## src/rtl/rle8_pkg.sv

```systemverilog
// shared types and constants of the rle8 bitmap decoder
package rle8_pkg;

	localparam int unsigned REQ_W      = 2;
	localparam int unsigned IDX_W      = 8;
	localparam int unsigned COLOR_W    = 24;
	localparam int unsigned BYTE_W     = 8;
	localparam int unsigned ADDR_W     = 24;
	localparam int unsigned LEN_W      = 8;
	localparam int unsigned STAT_W     = 2;
	localparam int unsigned CNT_W      = 24;
	localparam int unsigned CFG_IDX_W  = 1;
	localparam int unsigned CFG_DATA_W = 13;
	localparam int unsigned DIM_W      = 13;
	localparam int unsigned PROD_W     = 25;

	typedef logic [REQ_W-1:0]     req_t;
	typedef logic [STAT_W-1:0]    status_t;
	typedef logic [CFG_IDX_W-1:0] cfg_idx_t;

	localparam req_t REQ_PAL   = 2'd0;
	localparam req_t REQ_BYTE  = 2'd1;
	localparam req_t REQ_START = 2'd2;

	localparam status_t STAT_EOB   = 2'd0;
	localparam status_t STAT_ROWS  = 2'd1;
	localparam status_t STAT_DELTA = 2'd2;

	localparam logic [BYTE_W-1:0] ESC_EOL   = 8'd0;
	localparam logic [BYTE_W-1:0] ESC_EOB   = 8'd1;
	localparam logic [BYTE_W-1:0] ESC_DELTA = 8'd2;

	localparam cfg_idx_t CFG_WIDTH  = 1'b0;
	localparam cfg_idx_t CFG_HEIGHT = 1'b1;

	localparam logic [CNT_W-1:0] CNT_MAX = '1;

	// image geometry derived from the configuration registers
	typedef struct packed {
		logic [DIM_W-1:0]  width;
		logic [DIM_W-1:0]  height;
		logic [PROD_W-1:0] limit;
		logic [PROD_W-1:0] start;
	} geom_t;

	typedef struct packed {
		logic               we;
		logic               re;
		logic [IDX_W-1:0]   addr;
		logic [COLOR_W-1:0] wdata;
	} pal_req_t;

	// parsed result waiting for its palette colour
	typedef struct packed {
		logic [ADDR_W-1:0] pixel_addr;
		logic [LEN_W-1:0]  run_len;
		logic              done_res;
		status_t           status;
		logic [CNT_W-1:0]  bytes_used;
		logic              use_pal;
	} res_t;

endpackage

```

## src/rtl/rle8_cfg.sv

```systemverilog
// configuration registers and derived image geometry
module rle8_cfg #(
	parameter int MAX_DIM = 4096
) (
	input  logic                          clk,
	input  logic                          arst_n,
	input  logic                          cfg_we,
	input  rle8_pkg::cfg_idx_t            cfg_index,
	input  logic [rle8_pkg::CFG_DATA_W-1:0] cfg_data,
	output rle8_pkg::geom_t               geom
);
	import rle8_pkg::*;

	logic [DIM_W-1:0]  clamped;
	logic [DIM_W-1:0]  new_w;
	logic [DIM_W-1:0]  new_h;
	logic [PROD_W-1:0] new_prod;
	geom_t             geom_q;

	assign clamped  = (cfg_data > DIM_W'(MAX_DIM)) ? DIM_W'(MAX_DIM) : cfg_data;
	assign new_w    = (cfg_index == CFG_WIDTH) ? clamped : geom_q.width;
	assign new_h    = (cfg_index == CFG_HEIGHT) ? clamped : geom_q.height;
	assign new_prod = PROD_W'(new_w) * PROD_W'(new_h);

	always_ff @(posedge clk or negedge arst_n) begin
		if (!arst_n) begin
			geom_q.width  <= DIM_W'(1);
			geom_q.height <= DIM_W'(1);
			geom_q.limit  <= PROD_W'(1);
			geom_q.start  <= '0;
		end else if (cfg_we) begin
			geom_q.width  <= new_w;
			geom_q.height <= new_h;
			geom_q.limit  <= new_prod;
			// first pixel of the bottom row is w*h - w
			geom_q.start  <= (new_h == '0) ? '0 : new_prod - PROD_W'(new_w);
		end
	end

	assign geom = geom_q;
endmodule

```

## config.mk

```make
export PLATFORM = sky130hd
export DESIGN_NAME = rle8_cfg
export DESIGN_NICKNAME = d
export VERILOG_FILES = /design/src/rtl/rle8_pkg.sv /design/src/rtl/rle8_cfg.sv
export SDC_FILE = /design/constraint.sdc
export NUM_CORES = 1
export LEC_CHECK = 0
export BUFFER_PORTS_ARGS = -buffer_cell sky130_fd_sc_hd__buf_2
export CAP_MARGIN = 20
export CORE_MARGIN = 2
export CORE_UTILIZATION = 47
export CTS_CLUSTER_DIAMETER = 200
export CTS_CLUSTER_SIZE = 24
export DETAILED_ROUTE_END_ITERATION = 16
export HOLD_SLACK_MARGIN = 0.06
export PLACE_DENSITY = 0.7
export SLEW_MARGIN = 20
export SYNTH_ARGS = -nofsm -noshare
export SYNTH_HDL_FRONTEND = slang
export SYNTH_SLANG_ARGS = --single-unit
```

## constraint.sdc

```tcl
create_clock -name clk -period 7.8 [get_ports clk]
set_clock_uncertainty 0.1 [all_clocks]
set_input_delay 0 -clock clk [delete_from_list [all_inputs] [get_ports clk]]
set_output_delay 0 -clock clk [all_outputs]
set_load 0.01 [all_outputs]
```

==> reports/metrics.yaml <==
finalSetupViolations: 0
cp-end-kind: "flip-flop"
ys_seq_elements: 76
regArea_mm2: 0.00191
cts_resized: 0
path_max_fanout: 9
io_pins: 93
synthTopCellsByCount: "inv_1 (198), nand2_1 (128), nor2_1 (125), fa_1 (121), ha_1 (80)"
finalCritPeriodShare_pct: 92.5
crit_start: "geom[68]"
syn_nets: 1327
clk_latency_ns: 0.36
crit_required_ns: 7.90
track_usage_pct: 24.6
synthFlopType: "dfrtp_1"
viasPerCell: 5.46
drive_gt1_share_pct: 16.1
n_antenna_cell: 0
rr_worst_depth: 27
pre_cts_ws_ns: 0.396
syn-mean-instance-area_um2: 8.77
die_y_um: 148
syn_inst: 1109
critPathCapture: "geom[22]"
fmax_mhz: 139
wl_per_cell_um: 17.4
grt_start_max_net_pins: 77
synth_most_common_cell: "inv_1"
clock-root-buffer: "clkbuf_16"
post_dp_cell_area_mm2: 0.0105
cts_tree: "built"
syn_area_mm2: 0.00972
ys_top_cells_by_area: "fa_1 (25%), dfrtp_1 (19%), ha_1 (10%), inv_1 (7.6%), nand2_1 (4.9%)"
yosysWarningCount: 0
hold_viol_final: 0
stdcell_area_mm2: 0.0109
slowest_stage: "fa_1"
cp_common_cell: "fa_1"
antenna_found_initial: 0
nFillCells: 1904
relSlewSlack_pct: 37.8
worstReg2RegEnd: "geom[22]"
arrival_ns: 7.31
dr.pass1.iters: 5
globalRouteOverflowTotal: 0
multiInputGateArea_mm2: 0.00689
cts_buffer_depth: 2
slowest_delay_ns: 0.52
dieArea_mm2: 0.0219
die_w_um: 148
synthDistinctLibCells: 71
synth_edf_count: 0
drt_iter0_markers: 486
numCtsBuffers: 9
cts_sinks: 76
io_buffer_count: 92
vias: 8034
routabilityCongestion: 0.943
synthArstFlopShare_pct: 100
grt_pass1_vias: 7912
cap_violations: 0
largest_reg_flops: 76
synth_top_area_share_pct: 24.9
ctsHtreeMaxLevel: 3
fin_crit_ns: 7.21
cp-start-kind: "flip-flop"
fin_ws_ns: 0.585
reg2reg_from: "geom[68]"
final.setup.tns_ns: 0
tightest_slew_ns: 0.931
regToRegSetupSlack_ns: 0.59
clk_pin_slew_ns: 0.08
status: "completed"
nets: 1415
rows: 52
wl_um: 25700
drc: 0
yosys.area.top_type: "fa_1"
hold_path_class: "primary input to flip-flop"
start_util_pct: 47.9
rsz0062_at_grt: "false"
grt_pass1_wl_um: 42100
ant_nets: 0
slew_viol_final: 0
syn_to_final_growth_pct: 11.7
worst-setup-path-type: "flip-flop to flip-flop"
hpwl_um: 20300
synth-seq-area-share_pct: 19.6
core_area_mm2: 0.0203
-- final cells by class --
type	count	area share [%]
multi-input cells	792	63.4
flip-flops and latches	76	17.6
inverters	201	6.95
repair buffers	117	6.10
well taps	270	3.11
clock buffers	10	2.20
clock inverters	6	0.645
-- logic make-up after synthesis --
group                      Yosys count  share of synthesized area, %
muxes                               50                          5.60
buffers and inverters              241                          9.55
DFF                                 76                          19.6
xor gates and xnor gates            36                          3.24
and+or+nand+nor                    347                          16.1
AOI/OAI and AO/OA                  158                          10.7
adders and majority gates          201                          35.2
-- routing by layer --
metal / global-route usage (%) / vias to the layer above / part of all wire [%]
met5: 0 / - / 0
met4: 8.57 / 0 / 3.0
met3: 4.38 / 59 / 7.7
met2: 39.8 / 306 / 47
met1: 33.6 / 3944 / 42
li1: - / 3725 / -
-- per-stage QoR --
stage               utilization (%)  hold slack [ns]  instances
floorplan                         -           -0.396       1109
global placement               51.8            0.149       1454
detailed placement             51.8            0.158       1454
CTS                            53.5           0.0768       1472
global route                   53.5            0.118       1472
finish                         53.5           0.0810       1472
-- timing repair --
item                      4_1_cts  5_1_grt
hold endpoints to repair       88        0
buffers inserted                0        0
hold buffers                    2        0
-- placed cells by master, fill, tap and decap left out, drive strengths merged, types with 13 or more instances in the layout --
cell type	instances
dfrtp	73
xnor2	24
a21oi	57
nand2	128
nor2b	18
buf	115
o21ai	30
inv	201
o22ai	22
nand2b	18
mux2i	15
nor2	125
ha	80
nand3	13
mux2	35
fa	121
-- worst min path at each step --
stage	depth (start not counted)	slack [ns]	start	end
floorplan	0	-0.40	arst_n	geom[0]
global placement	1	0.15	arst_n	geom[4]
detailed placement	1	0.16	arst_n	geom[3]
CTS	4	0.08	cfg_data[10]	geom[60]
global route	4	0.12	cfg_data[11]	geom[61]
finish	4	0.08	cfg_data[11]	geom[61]
-- critical path, delay by kind of cell, from the launching register on --
family                   cells  cell delay (ns)
AO/OA/AOI/OAI                5             0.91
adder cells (fa/ha/maj)      7             3.11
flip-flops                   1             0.41
buffers and inverters        4             0.61
AND/OR/NAND/NOR              9             1.59
XOR/XNOR                     2             0.33
Power is not shown: default switching activity piles up to over one toggle a cycle in this logic, so the estimate is an artifact.
