==> config.mk <==
export PLATFORM = sky130hd
export DESIGN_NAME = rle8_out_stage
export DESIGN_NICKNAME = d
export VERILOG_FILES = /design/src/rtl/rle8_pkg.sv /design/src/rtl/rle8_out_stage.sv
export SDC_FILE = /design/constraint.sdc
export NUM_CORES = 1
export LEC_CHECK = 0
export CORE_MARGIN = 5
export CORE_UTILIZATION = 45
export DETAILED_ROUTE_END_ITERATION = 16
export DONT_BUFFER_PORTS = 1
export PLACE_DENSITY = 0.64
export SLEW_MARGIN = 0
export SYNTH_ARGS = -nofsm -noshare
export SYNTH_HDL_FRONTEND = slang
export SYNTH_SLANG_ARGS = --single-unit
==> constraint.sdc <==
create_clock -name clk -period 4.4 [get_ports clk]
set_input_delay 0 -clock clk [delete_from_list [all_inputs] [get_ports clk]]
set_output_delay 0 -clock clk [all_outputs]
set_load 0.05 [all_outputs]
==> src/rtl/rle8_pkg.sv <==
// shared types and constants of the rle8 bitmap decoder
package rle8_pkg;

	localparam int unsigned REQ_W      = 2;
	localparam int unsigned IDX_W      = 8;
	localparam int unsigned COLOR_W    = 24;
	localparam int unsigned BYTE_W     = 8;
	localparam int unsigned ADDR_W     = 24;
	localparam int unsigned LEN_W      = 8;
	localparam int unsigned STAT_W     = 2;
	localparam int unsigned CNT_W      = 24;
	localparam int unsigned CFG_IDX_W  = 1;
	localparam int unsigned CFG_DATA_W = 13;
	localparam int unsigned DIM_W      = 13;
	localparam int unsigned PROD_W     = 25;

	typedef logic [REQ_W-1:0]     req_t;
	typedef logic [STAT_W-1:0]    status_t;
	typedef logic [CFG_IDX_W-1:0] cfg_idx_t;

	localparam req_t REQ_PAL   = 2'd0;
	localparam req_t REQ_BYTE  = 2'd1;
	localparam req_t REQ_START = 2'd2;

	localparam status_t STAT_EOB   = 2'd0;
	localparam status_t STAT_ROWS  = 2'd1;
	localparam status_t STAT_DELTA = 2'd2;

	localparam logic [BYTE_W-1:0] ESC_EOL   = 8'd0;
	localparam logic [BYTE_W-1:0] ESC_EOB   = 8'd1;
	localparam logic [BYTE_W-1:0] ESC_DELTA = 8'd2;

	localparam cfg_idx_t CFG_WIDTH  = 1'b0;
	localparam cfg_idx_t CFG_HEIGHT = 1'b1;

	localparam logic [CNT_W-1:0] CNT_MAX = '1;

	// image geometry derived from the configuration registers
	typedef struct packed {
		logic [DIM_W-1:0]  width;
		logic [DIM_W-1:0]  height;
		logic [PROD_W-1:0] limit;
		logic [PROD_W-1:0] start;
	} geom_t;

	typedef struct packed {
		logic               we;
		logic               re;
		logic [IDX_W-1:0]   addr;
		logic [COLOR_W-1:0] wdata;
	} pal_req_t;

	// parsed result waiting for its palette colour
	typedef struct packed {
		logic [ADDR_W-1:0] pixel_addr;
		logic [LEN_W-1:0]  run_len;
		logic              done_res;
		status_t           status;
		logic [CNT_W-1:0]  bytes_used;
		logic              use_pal;
	} res_t;

endpackage

==> src/rtl/rle8_out_stage.sv <==
// result register, joins parse result with palette colour
module rle8_out_stage (
	input  logic                         clk,
	input  logic                         arst_n,
	input  logic                         valid_s1,
	input  rle8_pkg::res_t               res_s1,
	input  logic [rle8_pkg::COLOR_W-1:0] rd_data,
	output logic                         take,
	input  logic                         out_ready,
	output logic                         out_valid,
	output logic [rle8_pkg::ADDR_W-1:0]  pixel_addr,
	output logic [rle8_pkg::LEN_W-1:0]   run_len,
	output logic [rle8_pkg::COLOR_W-1:0] color,
	output logic                         done_res,
	output rle8_pkg::status_t            status,
	output logic [rle8_pkg::CNT_W-1:0]   bytes_used
);
	import rle8_pkg::*;

	logic               valid_q;
	res_t               res_q;
	logic [COLOR_W-1:0] color_q;

	assign take = !valid_q || out_ready;

	always_ff @(posedge clk or negedge arst_n) begin
		if (!arst_n) begin
			valid_q <= 1'b0;
		end else if (take) begin
			valid_q <= valid_s1;
		end
	end

	always_ff @(posedge clk) begin
		if (take) begin
			res_q   <= res_s1;
			// out-of-range index and final results carry colour zero
			color_q <= res_s1.use_pal ? rd_data : '0;
		end
	end

	assign out_valid  = valid_q;
	assign pixel_addr = res_q.pixel_addr;
	assign run_len    = res_q.run_len;
	assign color      = color_q;
	assign done_res   = res_q.done_res;
	assign status     = res_q.status;
	assign bytes_used = res_q.bytes_used;
endmodule

==> results.py <==
metrics = {
    "outcome": {
        "status": "finished clean",
    },
    "clock_tree": {
        "cts_buffers": 9,
        "ctsResizeCount": 0,
        "cts_max_path_buffers": 2,
        "cts_tree": "done",
        "cts.sinks": 84,
        "cts_setup_buffers": 0,
        "htree_num_levels": 3,
        "clk_latency_ns": 0.35,
        "cts_hold_buf": 87,
        "clk_pin_slew_ns": 0.09,
        "clock-root-buffer": "clkbuf_8",
    },
    "synth": {
        "synthFlopType": "edfxtp_1",
        "post_synth.cell_area_avg_um2": 24.3,
        "ys_top_cells_by_count": "edfxtp_1 (83), and2_2 (19), and2_1 (5)",
        "synth.area.top_cells": "edfxtp_1 (91%), and2_2 (5.2%), and2_1 (1.1%)",
        "ys_ff_latch": 84,
        "yosysUniqueCellTypes": 6,
        "synthMostInstantiatedCell": "edfxtp_1",
        "synth_edf_count": 83,
        "synth_nets": 200,
        "syn_area_um2": 2730,
        "ys.warnings.count": 0,
        "syn-instance-count": 112,
        "synth_seq_area_share_pct": 92.3,
        "synth.top_cell.area_share_pct": 91.4,
        "yosys.area.top_type": "edfxtp_1",
        "async_flop_share_pct": 1.19,
    },
    "route": {
        "drtIter0Drc": 72,
        "viasPerCell": 4.69,
        "vias": 1351,
        "drt-total-wl_um": 6440,
        "route.detailed.drc": 0,
        "wl_per_cell_um": 22.4,
        "ant_nets": 0,
        "dr.pass1.iters": 4,
    },
    "placement": {
        "gp_congestion": 0.740,
        "numPortBuffers": 0,
        "placed_cell_area_um2": 2810,
        "place_ws_ns": 2.42,
    },
    "global_route": {
        "overflow": 0,
        "antenna_found_initial": 0,
        "grt_first_pass_wirelength_um": 8800,
        "grt_max_degree": 86,
        "grtUsageTotal_pct": 16.4,
        "grt_pass1_vias": 1459,
    },
    "critical_path": {
        "slowest_delay_ns": 0.97,
        "startpoint": "out_valid",
        "path_depth": 1,
        "critPathKind": "register to register",
        "worst_ep_arrival_time_ns": 1.97,
        "critPathSlowestCell": "nand2b_4",
        "endpoint": "color[9]",
        "cp_max_fo": 85,
        "cp_top_family": "simple AND/OR/NAND/NOR gates",
        "r2r-end": "color[9]",
        "reg2reg_slack_ns": 2.38,
        "cp_num_buf_inv": 0,
        "cp-end-kind": "register",
        "r2r_start": "out_valid",
        "cp_data_required_time_ns": 4.36,
        "critical_path.startpoint_type": "register",
        "crit_chain": "nand2b_4",
        "rr_worst_depth": 1,
    },
    "pwr": {
        "power_mw": 1.82,
        "leakagePower_nw": 1.40,
        "ir_worst_vdd_uv": 309,
        "p_per_area_nw_per_um2": 470,
    },
    "finish": {
        "drive_gt1_share_pct": 16.9,
        "n_antenna_cell": 0,
        "fin_nets": 296,
        "area_growth_pct": 42.1,
        "final_area_um2": 3870,
        "fillers": 403,
        "final_util_pct": 65.4,
    },
    "timing": {
        "setup_viol": 0,
        "tns_ns": 0,
        "hold_violations": 0,
        "fin_ws_ns": 2.38,
        "worst-slew-pin-transition_ns": 1.22,
        "min_period_over_period_pct": 45.8,
        "max-slew-margin-rel_pct": 18.4,
        "slew_violations": 0,
        "rsz0062_at_grt": "no",
        "fmax_ghz": 0.496,
        "min_period_ns": 2.02,
        "clock_skew_ns": 0.00905,
    },
    "floorplan": {
        "coreArea_um2": 5920,
        "die_w_um": 87.8,
        "die_y_um": 87.8,
        "fp-row-count": 28,
        "pin_count": 173,
        "start_util_pct": 46.0,
        "die_area_um2": 7710,
    },
    "run": {
        "maxCapViolations": 0,
    },
    "hold_path": {
        "min_path_type": "primary input to register",
    },
}
[worst min-delay path by stage]
stage          slack, ns             to  startpoint  cells after the start
2_1_floorplan      -0.30      out_valid      arst_n                      0
3_3_place_gp       -0.30      out_valid      arst_n                      0
3_5_place_dp       -0.30      out_valid      arst_n                      0
4_1_cts             0.25  bytes_used[3]   res_s1[4]                      1
5_1_grt             0.24  pixel_addr[4]  res_s1[40]                      1
6_report            0.27  pixel_addr[4]  res_s1[40]                      1
[metal layers]
layer / GRT usage [%] / vias up / wire length [µm] / part of all wire [%]
li1: - / 614 / - / -
met1: 16.7 / 636 / 2060 / 32
met2: 29.0 / 93 / 3510 / 55
met3: 7.53 / 8 / 740 / 11
met4: 6.56 / 0 / 127 / 2.0
met5: 0 / - / 0 / 0
[sequential cells by signal, summed over array words and instances, names as in the netlist]
signal / count
color: 24
done_res: 1
out_valid: 1
pixel_addr: 24
status: 2
bytes_used: 24
run_len: 8
[final cells by class]
type / count / area (µm²) / share of cell area (%)
Sequential cell: 84 / 2520 / 65.0
Clock inverter: 7 / 75.1 / 1.94
Clock buffer: 9 / 124 / 3.20
Multi-Input combinational cell: 26 / 194 / 5.00
Timing Repair Buffer: 87 / 871 / 22.5
Tap cell: 75 / 93.8 / 2.42
[per-stage QoR]
| step | instances | hold slack [ns] |
|---|---|---|
| after global routing | 288 | 0.241 |
| after CTS | 288 | 0.251 |
| after floorplan | 112 | -0.296 |
| after global placement | 185 | -0.295 |
| after detailed placement | 185 | -0.295 |
| final | 288 | 0.268 |
[where the power goes]
part / switching (mW) / total, mW / internal, mW
clock: 0.277 / 0.541 / 0.264
combinational: 0.0380 / 0.0975 / 0.0595
sequential: 0.230 / 1.18 / 0.955
[layout by cell type, fill, tap and decap left out]
cell type      synthesis  final
clkinv_2               0      1
dlygate4sd3_1          0     87
bufinv_16              0      1
nand2b_1               2      1
and2_1                 5      5
inv_6                  0      1
clkinvlp_4             0      3
nand2b_4               0      1
dfrtp_1                1      1
clkinv_4               0      1
and2_2                19     19
clkbuf_8               0      9
edfxtp_1              83     83
[kinds of logic (layout without fill, tap and decap cells)]
| kind of cell | after synthesis | count (layout) | share of synthesized area (%) |
|---|---|---|---|
| flops | 84 | 84 | 92.3 |
| buf+inv | 2 | 103 | 0.826 |
| simple gates | 26 | 26 | 6.84 |
Note: power is estimated with default switching activity, not from simulation.
